$ cat src/rtl/core/ttw_pkg.sv
package ttw_pkg;

    localparam int CMD_W      = 2;
    localparam int ID_W       = 6;
    localparam int TIMEOUT_W  = 16;
    localparam int ROUNDS_W   = 8;
    localparam int S_TDATA_W  = 24;
    localparam int M_TDATA_W  = 8;

    localparam int DEF_NUM_SLOTS  = 256;
    localparam int DEF_MAX_TIMERS = 64;

    localparam logic [CMD_W-1:0] CMD_ADD     = 2'd0;
    localparam logic [CMD_W-1:0] CMD_REFRESH = 2'd1;
    localparam logic [CMD_W-1:0] CMD_CANCEL  = 2'd2;
    localparam logic [CMD_W-1:0] CMD_TICK    = 2'd3;

    localparam logic [ROUNDS_W-1:0] ROUNDS_MAX = '1;

endpackage

$ cat src/rtl/core/ttw_ram.sv
module ttw_ram #(
    parameter int WIDTH = 16,
    parameter int DEPTH = 64,
    localparam int AW   = (DEPTH > 1) ? $clog2(DEPTH) : 1
) (
    input  logic                      aclk,
    input  logic                      we,
    input  logic [AW-1:0]             waddr,
    input  logic [WIDTH-1:0]          wdata,
    input  logic                      re,
    input  logic [AW-1:0]             raddr,
    output logic [WIDTH-1:0]          rdata
);

    logic [WIDTH-1:0] mem [DEPTH];
    logic [WIDTH-1:0] rdata_reg;

    always_ff @(posedge aclk) begin
        if (we) begin
            mem[waddr] <= wdata;
        end
        if (re) begin
            rdata_reg <= mem[raddr];
        end
    end

    assign rdata = rdata_reg;

endmodule

$ cat src/rtl/core/ttw_div.sv
module ttw_div #(
    parameter int DIVISOR = ttw_pkg::DEF_NUM_SLOTS,
    parameter int SLOT_W  = 8
) (
    input  logic                          aclk,
    input  logic                          aresetn,
    input  logic                          start,
    input  logic [ttw_pkg::TIMEOUT_W-1:0] dividend,
    output logic                          done,
    output logic [ttw_pkg::TIMEOUT_W-1:0] quot,
    output logic [SLOT_W-1:0]             rem
);

    localparam int TW      = ttw_pkg::TIMEOUT_W;
    localparam int SHIFT   = TW + SLOT_W;
    localparam int RECIP_W = TW + 2;
    localparam int PROD_W  = TW + RECIP_W;

    // ceil(2^SHIFT / DIVISOR) gives an exact quotient for every TW-bit dividend
    localparam longint RECIP_L = ((longint'(1) << SHIFT) + longint'(DIVISOR) - 1)
                                 / longint'(DIVISOR);
    localparam logic [RECIP_W-1:0] RECIP_V = RECIP_W'(RECIP_L);
    localparam logic [TW-1:0]      DIV_TW  = TW'(DIVISOR);
    localparam logic [SLOT_W:0]    DIV_V   = (SLOT_W+1)'(DIVISOR);

    localparam logic [1:0] PH_IDLE = 2'd0;
    localparam logic [1:0] PH_MUL  = 2'd1;
    localparam logic [1:0] PH_BACK = 2'd2;
    localparam logic [1:0] PH_SUB  = 2'd3;

    logic [1:0]        phase_reg, phase_next;
    logic              done_reg, done_next;
    logic [TW-1:0]     num_reg, num_next;
    logic [PROD_W-1:0] prod_reg, prod_next;
    logic [TW-1:0]     quot_reg, quot_next;
    logic [TW-1:0]     back_reg, back_next;
    logic [SLOT_W-1:0] rem_reg, rem_next;
    logic [TW-1:0]     q_shift;

    // reciprocal multiply, back multiply, subtract: one step per cycle
    assign q_shift = TW'(prod_reg >> SHIFT);

    always_comb begin
        phase_next = phase_reg;
        done_next  = 1'b0;
        num_next   = num_reg;
        prod_next  = prod_reg;
        quot_next  = quot_reg;
        back_next  = back_reg;
        rem_next   = rem_reg;
        unique case (phase_reg)
            PH_IDLE: begin
                if (start) begin
                    num_next   = dividend;
                    phase_next = PH_MUL;
                end
            end
            PH_MUL: begin
                prod_next  = {{RECIP_W{1'b0}}, num_reg} * {{TW{1'b0}}, RECIP_V};
                phase_next = PH_BACK;
            end
            PH_BACK: begin
                quot_next  = q_shift;
                back_next  = q_shift * DIV_TW;
                phase_next = PH_SUB;
            end
            PH_SUB: begin
                rem_next   = SLOT_W'(num_reg - back_reg);
                done_next  = 1'b1;
                phase_next = PH_IDLE;
            end
            default: begin
                phase_next = PH_IDLE;
            end
        endcase
    end

    always_ff @(posedge aclk) begin
        if (!aresetn) begin
            phase_reg <= PH_IDLE;
            done_reg  <= 1'b0;
        end else begin
            phase_reg <= phase_next;
            done_reg  <= done_next;
        end
        num_reg  <= num_next;
        prod_reg <= prod_next;
        quot_reg <= quot_next;
        back_reg <= back_next;
        rem_reg  <= rem_next;
    end

    assign done = done_reg;
    assign quot = quot_reg;
    assign rem  = rem_reg;

`ifndef SYNTH
    a_done_after_sub: assert property (@(posedge aclk) disable iff (!aresetn)
        done_reg |-> $past(phase_reg == PH_SUB))
        else $error("divider done without a running division");

    a_no_restart_busy: assert property (@(posedge aclk) disable iff (!aresetn)
        (phase_reg != PH_IDLE) |-> !start)
        else $error("divider started while busy");

    a_rem_below_divisor: assert property (@(posedge aclk) disable iff (!aresetn)
        done_reg |-> ({1'b0, rem_reg} < DIV_V))
        else $error("divider remainder out of range");
`endif

endmodule

$ cat src/rtl/core/timing_wheel_timer_pool.sv
// hashed timing wheel over a pool of MAX_TIMERS timers and NUM_SLOTS slots
// s_ channel carries requests: add, refresh, cancel or tick, with timer id
// and timeout; m_ channel carries one expired timer id per result, tlast on
// the final expiry of a tick, ids in ascending order
// s_tready is high only while the block is idle
// cancel is done in the idle state; add and refresh use the shared divider
// that forms (timeout-1) / NUM_SLOTS with a reciprocal multiply, a back
// multiply and a subtract, then a ram write
// a tick scans the pool: the slot/rounds ram has one read port and the scan
// walks the pool one entry per cycle unless stalled; a tick with no expiry
// gives no result
// results go through an output register and a one-deep hold register, so a
// new request is taken while a result still waits; if m_tready stays low the
// scan stalls on an expiry while both registers are full
// reset clears the current slot and all armed flags; the ram needs no
// clearing pass since entries are used only for armed timers
module timing_wheel_timer_pool #(
    parameter int NUM_SLOTS  = ttw_pkg::DEF_NUM_SLOTS,
    parameter int MAX_TIMERS = ttw_pkg::DEF_MAX_TIMERS
) (
    input  logic                          aclk,
    input  logic                          aresetn,
    input  logic                          s_tvalid,
    output logic                          s_tready,
    // command [1:0], timer_id [7:2], timeout [23:8]
    input  logic [ttw_pkg::S_TDATA_W-1:0] s_tdata,
    output logic                          m_tvalid,
    input  logic                          m_tready,
    // expired_id [5:0], zero [7:6]
    output logic [ttw_pkg::M_TDATA_W-1:0] m_tdata,
    output logic                          m_tlast
);

    localparam int ID_W     = ttw_pkg::ID_W;
    localparam int TW       = ttw_pkg::TIMEOUT_W;
    localparam int RW       = ttw_pkg::ROUNDS_W;
    localparam int SLOT_W   = $clog2(NUM_SLOTS);
    localparam int AW       = (MAX_TIMERS > 1) ? $clog2(MAX_TIMERS) : 1;
    localparam int IW       = $clog2(MAX_TIMERS + 1);
    localparam int ENTRY_W  = SLOT_W + RW;

    localparam logic [SLOT_W:0]   NS_V      = (SLOT_W+1)'(NUM_SLOTS);
    localparam logic [SLOT_W-1:0] LAST_SLOT = SLOT_W'(NUM_SLOTS - 1);
    localparam logic [ID_W:0]     MAXT_V    = (ID_W+1)'(MAX_TIMERS);
    localparam logic [IW-1:0]     SCAN_END  = IW'(MAX_TIMERS);

    localparam logic [2:0] ST_IDLE  = 3'd0;
    localparam logic [2:0] ST_DIV   = 3'd1;
    localparam logic [2:0] ST_WR    = 3'd2;
    localparam logic [2:0] ST_SCAN  = 3'd3;
    localparam logic [2:0] ST_FLUSH = 3'd4;

    logic [2:0]            state_reg, state_next;
    logic [SLOT_W-1:0]     cur_reg, cur_next;
    logic [MAX_TIMERS-1:0] active_reg, active_next;
    logic [AW-1:0]         id_reg, id_next;
    logic [IW-1:0]         scan_idx_reg, scan_idx_next;
    logic                  eval_valid_reg, eval_valid_next;
    logic [AW-1:0]         eval_idx_reg, eval_idx_next;
    logic                  pend_valid_reg, pend_valid_next;
    logic [AW-1:0]         pend_id_reg, pend_id_next;
    logic                  m_valid_reg, m_valid_next;
    logic [ID_W-1:0]       m_id_reg, m_id_next;
    logic                  m_last_reg, m_last_next;

    logic [ttw_pkg::CMD_W-1:0] s_cmd;
    logic [ID_W-1:0]           s_id;
    logic [TW-1:0]             s_timeout;
    logic                      s_accept;
    logic                      id_ok;
    logic [TW-1:0]             tm1;

    logic                      div_start;
    logic                      div_done;
    logic [TW-1:0]             div_quot;
    logic [SLOT_W-1:0]         div_rem;

    logic [SLOT_W:0]           slot_sum;
    logic [SLOT_W:0]           slot_wrap;
    logic [SLOT_W-1:0]         slot_new;
    logic [RW-1:0]             rounds_new;
    logic [SLOT_W-1:0]         cur_inc;

    logic                      ram_we;
    logic [AW-1:0]             ram_waddr;
    logic [ENTRY_W-1:0]        ram_wdata;
    logic                      ram_re;
    logic [ENTRY_W-1:0]        ram_rdata;
    logic [SLOT_W-1:0]         rd_slot;
    logic [RW-1:0]             rd_rounds;

    logic                      issuing;
    logic                      hit;
    logic                      expire;
    logic                      out_free;
    logic                      stall;
    logic                      out_load;
    logic [ID_W-1:0]           out_id;
    logic                      out_last;

    assign s_cmd     = s_tdata[1:0];
    assign s_id      = s_tdata[7:2];
    assign s_timeout = s_tdata[23:8];
    assign s_tready  = (state_reg == ST_IDLE);
    assign s_accept  = s_tvalid && s_tready;
    assign id_ok     = ({1'b0, s_id} < MAXT_V);
    assign tm1       = (s_timeout == '0) ? '0 : s_timeout - 1'b1;

    ttw_div #(
        .DIVISOR (NUM_SLOTS),
        .SLOT_W  (SLOT_W)
    ) u_div (
        .aclk     (aclk),
        .aresetn  (aresetn),
        .start    (div_start),
        .dividend (tm1),
        .done     (div_done),
        .quot     (div_quot),
        .rem      (div_rem)
    );

    // slot = (current + (t-1) mod N + 1) mod N, rounds saturate
    assign slot_sum   = {1'b0, cur_reg} + {1'b0, div_rem} + 1'b1;
    assign slot_wrap  = slot_sum - NS_V;
    assign slot_new   = (slot_sum >= NS_V) ? slot_wrap[SLOT_W-1:0] : slot_sum[SLOT_W-1:0];
    assign rounds_new = (div_quot[TW-1:RW] != '0) ? ttw_pkg::ROUNDS_MAX : div_quot[RW-1:0];
    assign cur_inc    = (cur_reg == LAST_SLOT) ? '0 : cur_reg + 1'b1;

    ttw_ram #(
        .WIDTH (ENTRY_W),
        .DEPTH (MAX_TIMERS)
    ) u_ram (
        .aclk  (aclk),
        .we    (ram_we),
        .waddr (ram_waddr),
        .wdata (ram_wdata),
        .re    (ram_re),
        .raddr (scan_idx_reg[AW-1:0]),
        .rdata (ram_rdata)
    );

    assign rd_slot   = ram_rdata[ENTRY_W-1:RW];
    assign rd_rounds = ram_rdata[RW-1:0];

    assign issuing  = (state_reg == ST_SCAN) && (scan_idx_reg < SCAN_END);
    assign hit      = (state_reg == ST_SCAN) && eval_valid_reg
                      && active_reg[eval_idx_reg] && (rd_slot == cur_reg);
    assign expire   = hit && (rd_rounds == '0);
    assign out_free = !m_valid_reg || m_tready;
    assign stall    = expire && pend_valid_reg && !out_free;

    always_comb begin
        state_next      = state_reg;
        cur_next        = cur_reg;
        active_next     = active_reg;
        id_next         = id_reg;
        scan_idx_next   = scan_idx_reg;
        eval_valid_next = eval_valid_reg;
        eval_idx_next   = eval_idx_reg;
        pend_valid_next = pend_valid_reg;
        pend_id_next    = pend_id_reg;
        div_start       = 1'b0;
        ram_we          = 1'b0;
        ram_waddr       = id_reg;
        ram_wdata       = {slot_new, rounds_new};
        ram_re          = 1'b0;
        out_load        = 1'b0;
        out_id          = ID_W'(pend_id_reg);
        out_last        = 1'b0;

        unique case (state_reg)
            ST_IDLE: begin
                if (s_accept) begin
                    unique case (s_cmd)
                        ttw_pkg::CMD_ADD: begin
                            if (id_ok) begin
                                id_next    = s_id[AW-1:0];
                                div_start  = 1'b1;
                                state_next = ST_DIV;
                            end
                        end
                        ttw_pkg::CMD_REFRESH: begin
                            if (id_ok && active_reg[s_id[AW-1:0]]) begin
                                id_next    = s_id[AW-1:0];
                                div_start  = 1'b1;
                                state_next = ST_DIV;
                            end
                        end
                        ttw_pkg::CMD_CANCEL: begin
                            if (id_ok) begin
                                active_next[s_id[AW-1:0]] = 1'b0;
                            end
                        end
                        ttw_pkg::CMD_TICK: begin
                            cur_next        = cur_inc;
                            scan_idx_next   = '0;
                            eval_valid_next = 1'b0;
                            state_next      = ST_SCAN;
                        end
                        default: begin
                        end
                    endcase
                end
            end
            ST_DIV: begin
                if (div_done) begin
                    state_next = ST_WR;
                end
            end
            ST_WR: begin
                ram_we              = 1'b1;
                active_next[id_reg] = 1'b1;
                state_next          = ST_IDLE;
            end
            ST_SCAN: begin
                if (!stall) begin
                    ram_re          = issuing;
                    eval_valid_next = issuing;
                    eval_idx_next   = scan_idx_reg[AW-1:0];
                    if (issuing) begin
                        scan_idx_next = scan_idx_reg + 1'b1;
                    end
                    if (hit && !expire) begin
                        ram_we    = 1'b1;
                        ram_waddr = eval_idx_reg;
                        ram_wdata = {rd_slot, rd_rounds - 1'b1};
                    end
                    if (expire) begin
                        active_next[eval_idx_reg] = 1'b0;
                        if (pend_valid_reg) begin
                            out_load = 1'b1;
                        end
                        pend_valid_next = 1'b1;
                        pend_id_next    = eval_idx_reg;
                    end
                    if (!issuing && !eval_valid_reg) begin
                        state_next = ST_FLUSH;
                    end
                end
            end
            ST_FLUSH: begin
                if (!pend_valid_reg) begin
                    state_next = ST_IDLE;
                end else if (out_free) begin
                    out_load        = 1'b1;
                    out_last        = 1'b1;
                    pend_valid_next = 1'b0;
                    state_next      = ST_IDLE;
                end
            end
            default: begin
                state_next = ST_IDLE;
            end
        endcase
    end

    always_comb begin
        m_valid_next = m_valid_reg;
        m_id_next    = m_id_reg;
        m_last_next  = m_last_reg;
        if (out_load) begin
            m_valid_next = 1'b1;
            m_id_next    = out_id;
            m_last_next  = out_last;
        end else if (m_tready) begin
            m_valid_next = 1'b0;
        end
    end

    always_ff @(posedge aclk) begin
        if (!aresetn) begin
            state_reg      <= ST_IDLE;
            cur_reg        <= '0;
            active_reg     <= '0;
            scan_idx_reg   <= '0;
            eval_valid_reg <= 1'b0;
            pend_valid_reg <= 1'b0;
            m_valid_reg    <= 1'b0;
        end else begin
            state_reg      <= state_next;
            cur_reg        <= cur_next;
            active_reg     <= active_next;
            scan_idx_reg   <= scan_idx_next;
            eval_valid_reg <= eval_valid_next;
            pend_valid_reg <= pend_valid_next;
            m_valid_reg    <= m_valid_next;
        end
        id_reg       <= id_next;
        eval_idx_reg <= eval_idx_next;
        pend_id_reg  <= pend_id_next;
        m_id_reg     <= m_id_next;
        m_last_reg   <= m_last_next;
    end

    assign m_tvalid = m_valid_reg;
    assign m_tdata  = {{(ttw_pkg::M_TDATA_W-ID_W){1'b0}}, m_id_reg};
    assign m_tlast  = m_last_reg;

`ifndef SYNTH
    a_no_overwrite: assert property (@(posedge aclk) disable iff (!aresetn)
        out_load |-> (!m_valid_reg || m_tready))
        else $error("result register overwritten while waiting");

    a_pend_in_tick: assert property (@(posedge aclk) disable iff (!aresetn)
        pend_valid_reg |-> (state_reg == ST_SCAN || state_reg == ST_FLUSH))
        else $error("held expiry outside a tick scan");

    a_eval_in_scan: assert property (@(posedge aclk) disable iff (!aresetn)
        eval_valid_reg |-> (state_reg == ST_SCAN))
        else $error("entry evaluation outside a tick scan");

    a_tick_advances: assert property (@(posedge aclk) disable iff (!aresetn)
        (s_accept && s_cmd == ttw_pkg::CMD_TICK) |=>
        (cur_reg == (($past(cur_reg) == LAST_SLOT) ? '0 : $past(cur_reg) + 1'b1)))
        else $error("current slot not advanced by tick");

    a_write_arms: assert property (@(posedge aclk) disable iff (!aresetn)
        (state_reg == ST_WR) |=> active_reg[$past(id_reg)])
        else $error("timer not armed after write");
`endif

endmodule
$ cat config.mk
export PLATFORM = sky130hd
export DESIGN_NAME = timing_wheel_timer_pool
export DESIGN_NICKNAME = d
export VERILOG_FILES = /design/src/rtl/core/ttw_pkg.sv /design/src/rtl/core/ttw_ram.sv /design/src/rtl/core/ttw_div.sv /design/src/rtl/core/timing_wheel_timer_pool.sv
export SDC_FILE = /design/constraint.sdc
export NUM_CORES = 1
export LEC_CHECK = 0
export ABC_CLOCK_PERIOD_IN_PS = 8380
export BUFFER_PORTS_ARGS = -buffer_cell sky130_fd_sc_hd__clkbuf_2
export CAP_MARGIN = 25
export CORE_MARGIN = 5
export CORE_UTILIZATION = 36
export CTS_BUF_LIST = sky130_fd_sc_hd__clkbuf_2
export CTS_CLUSTER_DIAMETER = 80
export DETAILED_ROUTE_END_ITERATION = 16
export GPL_ROUTABILITY_DRIVEN = 0
export GPL_TIMING_DRIVEN = 1
export PLACE_DENSITY = 0.62
export REMOVE_ABC_BUFFERS = 1
export SYNTH_ARGS = -nofsm -noshare
export SYNTH_HDL_FRONTEND = slang
export SYNTH_SLANG_ARGS = --single-unit
$ cat constraint.sdc
create_clock -name aclk -period 8.38 [get_ports aclk]
set_clock_uncertainty 0.05 [all_clocks]
set_input_delay 2.095 -clock aclk [delete_from_list [all_inputs] [get_ports aclk]]
set_output_delay 2.095 -clock aclk [all_outputs]
set_load 0.1 [all_outputs]
**Yosys cells after proc, flatten, opt, wreduce, memory -nomap -nowiden**

Memories as Yosys holds them, arrays and structs flattened. A register that Yosys moved wholly into a read port is not among the register bits.
Index checks and enable logic that the tools add are counted.

- Bits in read-only memories: 0
- Latch bits: 0
- RAM bits: 1,024
- Bits of input ports: 28
- Register bits: 161
- Logic and storage cells: 175
- Memories kept: 1

- Shift operators: 0
- Muxes and demuxes: 70
- Equal/unequal tests: 25
- Multiply operators: 0
- Div/mod/pow operators: 0
- Add/sub/neg operators: 8
- Reductions and logical operators: 39
- Bitwise logic cells: 6
- $lt $le $gt $ge: 8

Memories:

| memory | depth | bits a word | rd ports | clocked after Yosys merged registers in | write ports | line | text |
|---|---|---|---|---|---|---|---|
| u_ram.mem | 64 | 16 | 1 | 1 | 1 | ttw_ram.sv:15 | `logic [WIDTH-1:0] mem [DEPTH];` |

Operators by type and width:

| kind | count |
|---|---|
| $mux W64 | 4 |
| $pmux W64 S3 | 1 |
| $and A64 B64 Y64 | 2 |
| $not A64 Y64 | 2 |
| $or A64 B64 Y64 | 1 |
| $mux W16 | 3 |
| $mux W1 | 29 |
| $mux W7 | 4 |
| $mux W6 | 4 |
| $sub A8 B1 Y8 const B | 3 |
| $lt A6 B7 Y1 const B | 3 |
| $mux W3 | 7 |
| $demux W1 S6 | 3 |
| $ge A6 B1 Y1 const B | 3 |
| $logic_not A16 Y1 | 1 |
| $mux W8 | 2 |
| $sub A16 B1 Y16 const B | 1 |
| $pmux W7 S2 | 1 |
| $logic_and A1 B1 Y1 | 13 |
| $bmux W1 S6 | 2 |
| $pmux W3 S4 | 1 |
| $pmux W6 S2 | 1 |
| $ne A2 B1 Y1 const B | 5 |
| $ne A2 B2 Y1 const B | 5 |
| other kinds (32) | 55 |

**Depth between registers and ports, before layout**

Gate-level depths: netlist (run 1).

- Depth in word-level cells: 12
- Depth in mapped cells: 13

**By module**

A second synthesis (run 1) with hierarchy kept.

- Cells, all modules: 2,799
- Area total of the unflattened synthesis: 49,431.2 µm²

By module, submodules not included:

| module | area an instance (µm²) | instances | cells each |
|---|---|---|---|
| ttw_ram | 40,233.6 | 1 | 1,835 |
| timing_wheel_timer_pool | 7,743.7 | 1 | 896 |
| ttw_div | 1,453.9 | 1 | 68 |

**Worst setup path before layout (run 1)**

Ideal clock, no wire load.

- Kind: reg2reg
- From: register eval_idx_reg[0]
- To: memory u_ram.mem[0][13], data pin
- Arrival time: 5.198 ns
- Buffers on the path: 4
- Path slack: 2.431 ns
- Stages on the path, launching flop included: 11
- Period minus slack after synthesis: 5.949 ns
- Cell sequence: edfxtp_1 -> buf_4 -> mux4_2 -> a221oi_1 -> o22ai_1 -> or4_4 -> buf_6 -> and3b_1 -> buf_2 -> clkbuf_1 -> o21ai_0

- Word-level cells in the longest chain between the ends: 10
- Elaborated cells between the ends (all ways): 12

RTL lines:

| element | line | text |
|---|---|---|
| start, declared | timing_wheel_timer_pool.sv:59 | `logic [AW-1:0] eval_idx_reg, eval_idx_next;` |
| start signal, assigned | timing_wheel_timer_pool.sv:289 | `eval_idx_reg <= eval_idx_next;` |
| $bmux W1 S6 (*) | timing_wheel_timer_pool.sv:147 | `&& active_reg[eval_idx_reg] && (rd_slot == cur_reg);` |
| $mux W1 (implied by the code) (*) | timing_wheel_timer_pool.sv:147 |  |
| $logic_and A1 B1 Y1 (*) (2 in a row) | timing_wheel_timer_pool.sv:147 |  |
| $logic_and A1 B1 Y1 | timing_wheel_timer_pool.sv:148 | `assign expire = hit && (rd_rounds == '0);` |
| $logic_not A1 Y1 | timing_wheel_timer_pool.sv:223 | `if (hit && !expire) begin` |
| $logic_and A1 B1 Y1 | timing_wheel_timer_pool.sv:223 |  |
| $mux W16 | timing_wheel_timer_pool.sv:223 |  |
| $mux W16 (*) | timing_wheel_timer_pool.sv:216 | `if (!stall) begin` |
| $mux W16 (*) | timing_wheel_timer_pool.sv:171 | `unique case (state_reg)` |
| net ram_wdata[13] | timing_wheel_timer_pool.sv:86 | `logic [ENTRY_W-1:0] ram_wdata;` |
| end, declared | ttw_ram.sv:15 |  |

Mark *: on every way through the listed nets, which the timed path passes. The rest lies on a longest branch. The select of a mux whose other input is x is not followed.

**Worst setup path in the final report (run 1)**

- From: register state_reg[2]
- To: output port s_tready

- Word-level cells in the longest chain between the ends: 1

RTL lines:

| element | line | text |
|---|---|---|
| start, declared | timing_wheel_timer_pool.sv:53 | `logic [2:0] state_reg, state_next;` |
| start signal, assigned | timing_wheel_timer_pool.sv:280 | `state_reg <= state_next;` |
| $logic_not A3 Y1 | timing_wheel_timer_pool.sv:104 | `assign s_tready = (state_reg == ST_IDLE);` |
| end, declared | timing_wheel_timer_pool.sv:24 | `output logic s_tready,` |

Every way passes these cells.

==> key figures, run 1 <==
Synth
  – Post-synthesis cell count: 2546
  – Cell Area, Synth: 48600 um^2
  – Synth area leader: edfxtp_1
  – Post-synth top area share: 0.683
  – Flops & latches, synth: 1193
  – Ranking of synthesized cells by area: edfxtp_1, mux4_2, dfxtp_1, nor2_1, clkbuf_1
  – Post-synthesis async set-or-reset flop share: 0
  – Top_reg_cell synth: edfxtp_1
  – Total number of yosys warnings: 0
  – Post-synth EDFFs: 1105
  – Sequential fraction of the synthesis area: 0.719
  – Mapped Avg Cell Area: 19.1 um^2
  – Yosys cell types: 65

Detailed routing
  – WL final: 124 mm
  – Via count: 27200
  – Drt wl/cell: 25.8 um
  – Vias/cell: 5.66
  – DR DRC count: 0
  – Drt pass-1 iters: 7
  – DRT antenna net count: 0
  – DR iter-0 viols: 3270

Clock network
  – Root buf cell: clkbuf_2
  – Hold buffer count at CTS: 0
  – Post-CTS Setup Inserts: 0
  – Number of buffers created by CTS: 313
  – CTS tree: done
  – # clock sinks: 1193
  – Worst-path clk slew: 110 ps
  – Clock Path Buffers: 4
  – CTS H-Tree Depth: 5
  – Worst skew pair latency: 1540 ps
  – Post-CTS resize count: 0

Cells and area
  – Most frequent cells in the layout: edfxtp_1, clkbuf_2, mux4_2
  – Final nets: 2894
  – Share of cells above drive strength 1: 0.335
  – Final core occ: 0.404
  – Commonest non-fill, non-tap cell in the layout: edfxtp_1
  – Largest register FFs: 1024
  – Area Growth Syn to Fin: 11.2%

Timing
  – Rel. slew slack: 0.183
  – WHS: 359 ps
  – Final setup fails: 0
  – Max Fclk: 187 MHz
  – Fin crit period: 5360 ps
  – Final Max Tran Viols: 0
  – RSZ-0062 raised after global routing: no
  – Final hold vios: 0
  – Crit share post-route: 0.640
  – Worst slew pin tran: 1230 ps

Setup path
  – CP Capture Type: output port
  – CP arrival: 3220 ps
  – CP Data Required Time: 6240 ps
  – Critical path class: register to output port
  – Worst Path Max Fanout: 11
  – Worst setup path end: s_tready
  – Worst r2r path cells: 10
  – Worst setup path startpoint: state_reg[2]
  – Flop-to-flop setup slack: 3660 ps
  – CP startpoint kind: register
  – Worst R2R End: u_ram.mem[35][3]
  – Worst r2r src: eval_idx_reg[0]

Die
  – Die W: 377 um
  – Starting Density: 0.363
  – Die ar.: 142000 um^2
  – Number of cell rows: 134
  – Boundary pin count: 39
  – Core area: 134000 um^2
  – Die Y: 377 um

Global route
  – First-pass GRT wire length: 182 mm
  – All-Layer GR Usage: 0.173
  – GR Overflow Total: 0
  – Antenna violations before repair: 3
  – Vias in the first global route: 27900
  – Largest net degree at the start of global routing: 150

Worst hold path
  – Worst Hold Class: register to register

Outcome
  – Status: completed

Pwr
  – PwrDens: 207 nW/um^2
  – P_leak: 16.6 nW
  – Maximum vdd drop: 0.142 mV
  – Power Total: 11.2 mW

Placed design
  – IO buf count: 36
  – Final HPWL DP: 73.0 mm

Run
  – MaxCap Viol Count: 0
layout make-up:
type / count / area [um^2]
Multi-Input combinational cell: 1171 / 13200
Sequential cell: 1193 / 35000
Antenna cell: 10 / 25.0
Fill cell: 12000 / 79800
Tap cell: 1768 / 2210
Clock buffer: 432 / 2160
Timing Repair Buffer: 143 / 1070
Inverter: 27 / 101
Clock inverter: 64 / 347
cells by family (layout without fill, tap and decap cells):
kind of cell | count (synthesis) | count (layout) | share of synthesized area
AOI/OAI and AO/OA | 302 | 302 | 0.0407
xor gates and xnor gates | 35 | 35 | 0.00631
adders and majority gates | 17 | 17 | 0.00453
buffers and inverters | 183 | 666 | 0.0150
DFF | 1193 | 1193 | 0.719
muxes | 395 | 395 | 0.173
other | 1 | 12 | 0.0000772
and+or+nand+nor | 420 | 420 | 0.0416
per-layer routing:
layer	GRT usage	vias up	part of all wire
li1	-	11300	-
met1	0.229	14000	0.40
met2	0.272	1496	0.48
met3	0.0460	355	0.087
met4	0.0744	0	0.036
met5	0	-	0
power breakdown:
group | internal [mW] | switching [mW]
combinational | 0.253 | 0.556
clock | 1.46 | 2.23
sequential | 6.63 | 0.0458
worst max-delay path: stages, from the launching register on:
cell and delay (ps):
dfxtp_1 450, nor3_1 700, clkbuf_2 590
synthesized netlist by cell type (all sizes together) (5+ instances only):
master,number
edfxtp,1105
mux4,352
nor2,163
clkbuf,98
dfxtp,88
nand2,77
a21oi,68
buf,58
o21ai,57
o22ai,41
a211oi,36
nor3,36
mux2i,28
inv,27
xnor2,25
nand3,24
o221ai,23
a31oi,21
ha,16
or3,16
mux2,15
nand4,14
nor2b,14
nand3b,13
a221oi,12
and2,11
and3,10
nand2b,10
xor2,10
nor4,8
o221a,7
or3b,6
a21o,5
a41oi,5
or4,5
stage by stage:
stage | cell area (um^2) | std cells | setup slack [ps] | TNS (ps)
2_1_floorplan | 48000 | 2391 | -4030 | -90200
3_5_place_dp | 51400 | 4296 | 2680 | 0
4_1_cts | 53900 | 4792 | 2850 | 0
3_3_place_gp | 51400 | 4292 | 2700 | 0
6_report | 54000 | 4808 | 3020 | 0
5_1_grt | 54000 | 4804 | 2750 | 0
how the worst min path moves through the flow:
stage | cells after the start | to | slack [ps] | from
3_3_place_gp | 0 | m_id_reg[0] | 350 | out_id[0]
5_1_grt | 0 | u_div.quot[1] | 360 | u_div.prod_reg[25]
6_report | 0 | u_div.quot[4] | 360 | u_div.prod_reg[28]
3_5_place_dp | 0 | u_div.quot[0] | 360 | u_div.prod_reg[24]
2_1_floorplan | 0 | m_id_reg[0] | 350 | out_id[0]
4_1_cts | 0 | u_div.prod_reg[26] | 340 | u_div.num_reg[10]
Note: power is estimated with default switching activity, not from simulation.
==> run 2, diff against run 1 <==
--- a/config.mk
+++ b/config.mk
@@ -5,7 +5,7 @@
 export SDC_FILE = /design/constraint.sdc
 export NUM_CORES = 1
 export LEC_CHECK = 0
-export ABC_CLOCK_PERIOD_IN_PS = 8380
+export ABC_CLOCK_PERIOD_IN_PS = 5100
 export BUFFER_PORTS_ARGS = -buffer_cell sky130_fd_sc_hd__clkbuf_2
 export CAP_MARGIN = 25
 export CORE_MARGIN = 5
==> constraint.sdc (replaced) <==
create_clock -name aclk -period 5.1 [get_ports aclk]
set_clock_uncertainty 0.05 [all_clocks]
set_input_delay 1.275 -clock aclk [delete_from_list [all_inputs] [get_ports aclk]]
set_output_delay 1.275 -clock aclk [all_outputs]
set_load 0.1 [all_outputs]
==> run 2 against run 1 <==
Against the previous run: total power increased by 67%; register-to-register slack got worse by 2900 ps; clock-buffer cell count increased by 16; worst setup slack got worse by 2500 ps; routed wire length increased by 5.3%; final area increased by 1.3%; clock power increased by 70%; flip-flop and latch count unchanged.
==> key figures, run 2 (synthesized netlist as in run 1, its figures left out) <==
Clock network
  – Number of buffers created by CTS: 312 (was 313)
  – CTS H-Tree Depth: 5 (unchanged)
  – Worst skew pair latency: 1620 ps (was 1540 ps)
  – Root buf cell: clkbuf_2 (unchanged)
  – Post-CTS resize count: 0 (unchanged)
  – Clock Path Buffers: 4 (unchanged)
  – # clock sinks: 1193 (unchanged)
  – Post-CTS Setup Inserts: 0 (unchanged)
  – CTS tree: done (unchanged)
  – Worst-path clk slew: 100 ps (was 110 ps)

Die
  – Die ar.: 142000 um^2 (unchanged)
  – Core area: 134000 um^2 (unchanged)
  – Number of cell rows: 134 (unchanged)
  – Boundary pin count: 39 (unchanged)
  – Die Y: 377 um (unchanged)
  – Die W: 377 um (unchanged)
  – Starting Density: 0.363 (unchanged)

Cells and area
  – Final nets: 2937 (was 2894)
  – Area Growth Syn to Fin: 12.7% (was 11.2%)
  – Fin cells: 4884 (was 4808)
  – Largest register FFs: 1024 (unchanged)
  – Commonest non-fill, non-tap cell in the layout: edfxtp_1 (unchanged)
  – Most frequent cells in the layout: edfxtp_1, clkbuf_2, mux4_2 (unchanged)
  – Share of cells above drive strength 1: 0.341 (was 0.335)

Setup path
  – CP Buf/Inv Count: 1 (unchanged)
  – Worst setup path end: s_tready (unchanged)
  – CP startpoint kind: register (unchanged)
  – Worst R2R End: u_ram.mem[38][14] (was u_ram.mem[35][3])
  – Worst r2r path cells: 9 (was 10)
  – Cell Chain, Critical Path: nor3_1 > clkbuf_2 (unchanged)
  – Critical path class: register to output port (unchanged)
  – CP Data Required Time: 3770 ps (was 6240 ps)
  – Flop-to-flop setup slack: 770 ps (was 3660 ps)
  – Worst r2r src: eval_idx_reg[2] (was eval_idx_reg[0])
  – Critical path depth: 2 (unchanged)
  – CP arrival: 3310 ps (was 3220 ps)
  – Largest delay contributor family on the critical path: simple AND/OR/NAND/NOR gates (unchanged)
  – Slowest cell on crit path: nor3_1 (unchanged)
  – Worst setup path startpoint: state_reg[2] (unchanged)
  – Slowest stage delay, CP: 710 ps (was 700 ps)
  – CP Capture Type: output port (unchanged)
  – Worst Path Max Fanout: 11 (unchanged)

Detailed routing
  – WL final: 131 mm (was 124 mm)
  – Vias/cell: 5.69 (was 5.66)
  – Via count: 27800 (was 27200)
  – DRT antenna net count: 0 (unchanged)
  – Drt wl/cell: 26.7 um (was 25.8 um)
  – DR DRC count: 0 (unchanged)
  – Drt pass-1 iters: 7 (unchanged)
  – DR iter-0 viols: 3544 (was 3270)

Placed design
  – IO buf count: 36 (unchanged)
  – Final HPWL DP: 79.7 mm (was 73.0 mm)
  – Cell total after placement: 4319 (was 4296)

Timing
  – Final hold vios: 0 (unchanged)
  – RSZ-0062 raised after global routing: no (unchanged)
  – Worst slew pin tran: 1080 ps (was 1230 ps)
  – Final Max Tran Viols: 0 (unchanged)
  – WHS: 210 ps (was 359 ps)
  – Crit share post-route: 0.908
  – Rel. slew slack: 0.276 (was 0.183)
  – Final setup fails: 0 (unchanged)
  – Setup TNS: 0 ps (unchanged)
  – Max Fclk: 216 MHz
  – Fin crit period: 4630 ps

Pwr
  – Switching pwr: 4.83 mW (was 2.83 mW)
  – Power Total: 18.7 mW (was 11.2 mW)
  – Logic pwr share: 0.076 (was 0.072)
  – Sw frac: 0.259 (was 0.253)
  – Clk network pwr share: 0.336 (was 0.330)
  – Sequential power share: 0.588 (was 0.598)
  – P_leak: 17.0 nW (was 16.6 nW)
  – Maximum vdd drop: 0.189 mV (was 0.142 mV)
  – Internal power: 13.8 mW (was 8.35 mW)
  – PwrDens: 341 nW/um^2 (was 207 nW/um^2)

Global route
  – Routing usage on met3: 0.0446 (was 0.0460)
  – GR Util met2: 0.282 (was 0.272)
  – Largest net degree at the start of global routing: 68 (was 150)
  – Vias in the first global route: 28200 (was 27900)
  – First-pass GRT wire length: 191 mm (was 182 mm)
  – Most used routing layer in global routing: met2 (unchanged)
  – All-Layer GR Usage: 0.182 (was 0.173)
  – Grt met1 use: 0.249 (was 0.229)
  – GR Overflow Total: 0 (unchanged)
  – Antenna violations before repair: 8 (was 3)

Run
  – MaxCap Viol Count: 0 (unchanged)

Outcome
  – Status: completed (unchanged)

Worst hold path
  – Worst Hold Class: input port to register (was register to register)
## run 2: final cells by class
cell class,instances,area (um^2)
fillers,11900,79000
flip-flops and latches,1193,35000
multi-input cells,1171,13200
clock buffers,448,2240
well taps,1768,2210
repair buffers,187,1660
clock inverters,81,399
inverters,27,101
diodes,9,22.5
## run 2: worst min-delay path by stage
stage | end | slack, ps | cells past startpoint | from
finish | u_div.num_reg[11] | 210 | 3 | s_tdata[19]
global route | u_div.num_reg[11] | 70 | 3 | s_tdata[19]
CTS | u_div.num_reg[11] | 4 | 3 | s_tdata[19]
detailed placement | u_div.quot[4] | 350 | 0 | u_div.prod_reg[28]
global placement | u_div.rem[3] | 360 | 0 | u_div.num_reg[3]
floorplan | m_id_reg[0] | 350 | 0 | out_id[0]
## run 2: layer usage
layer / vias up / part of all wire
li1: 11400 / -
met1: 14300 / 0.40
met2: 1677 / 0.47
met3: 363 / 0.090
met4: 2 / 0.037
met5: - / 0.000092
## run 2: worst reg2reg max path, delay by kind of cell, from the launching register on
kind	cells	cell delay, ps
flip-flops	1	660
AND/OR/NAND/NOR	4	1600
buffers and inverters	1	260
AO/OA/AOI/OAI	4	1490
## run 2: power groups by stage
stage	clock, mW	sequential, mW	combinational (mW)
floorplan	0	11.3	0.870
global placement	0	11.2	1.35
detailed placement	0	11.2	1.39
CTS	6.47	11.0	1.41
global route	7.01	11.0	1.50
finish	6.27	11.0	1.42
## run 2: what timing repair did
action / CTS / global route
endpoints found under the hold margin: 20 / 0
hold buffers: 22 / 0
setup endpoints to repair: 0 / 0
## run 2: metrics by stage
step	util	worst slack [ps]	instance area [um^2]
after floorplan	-	-7310	48000
after global placement	0.387	725	51800
after detailed placement	0.387	712	51800
after CTS	0.408	312	54600
after global routing	0.409	273	54700
final	0.409	469	54800
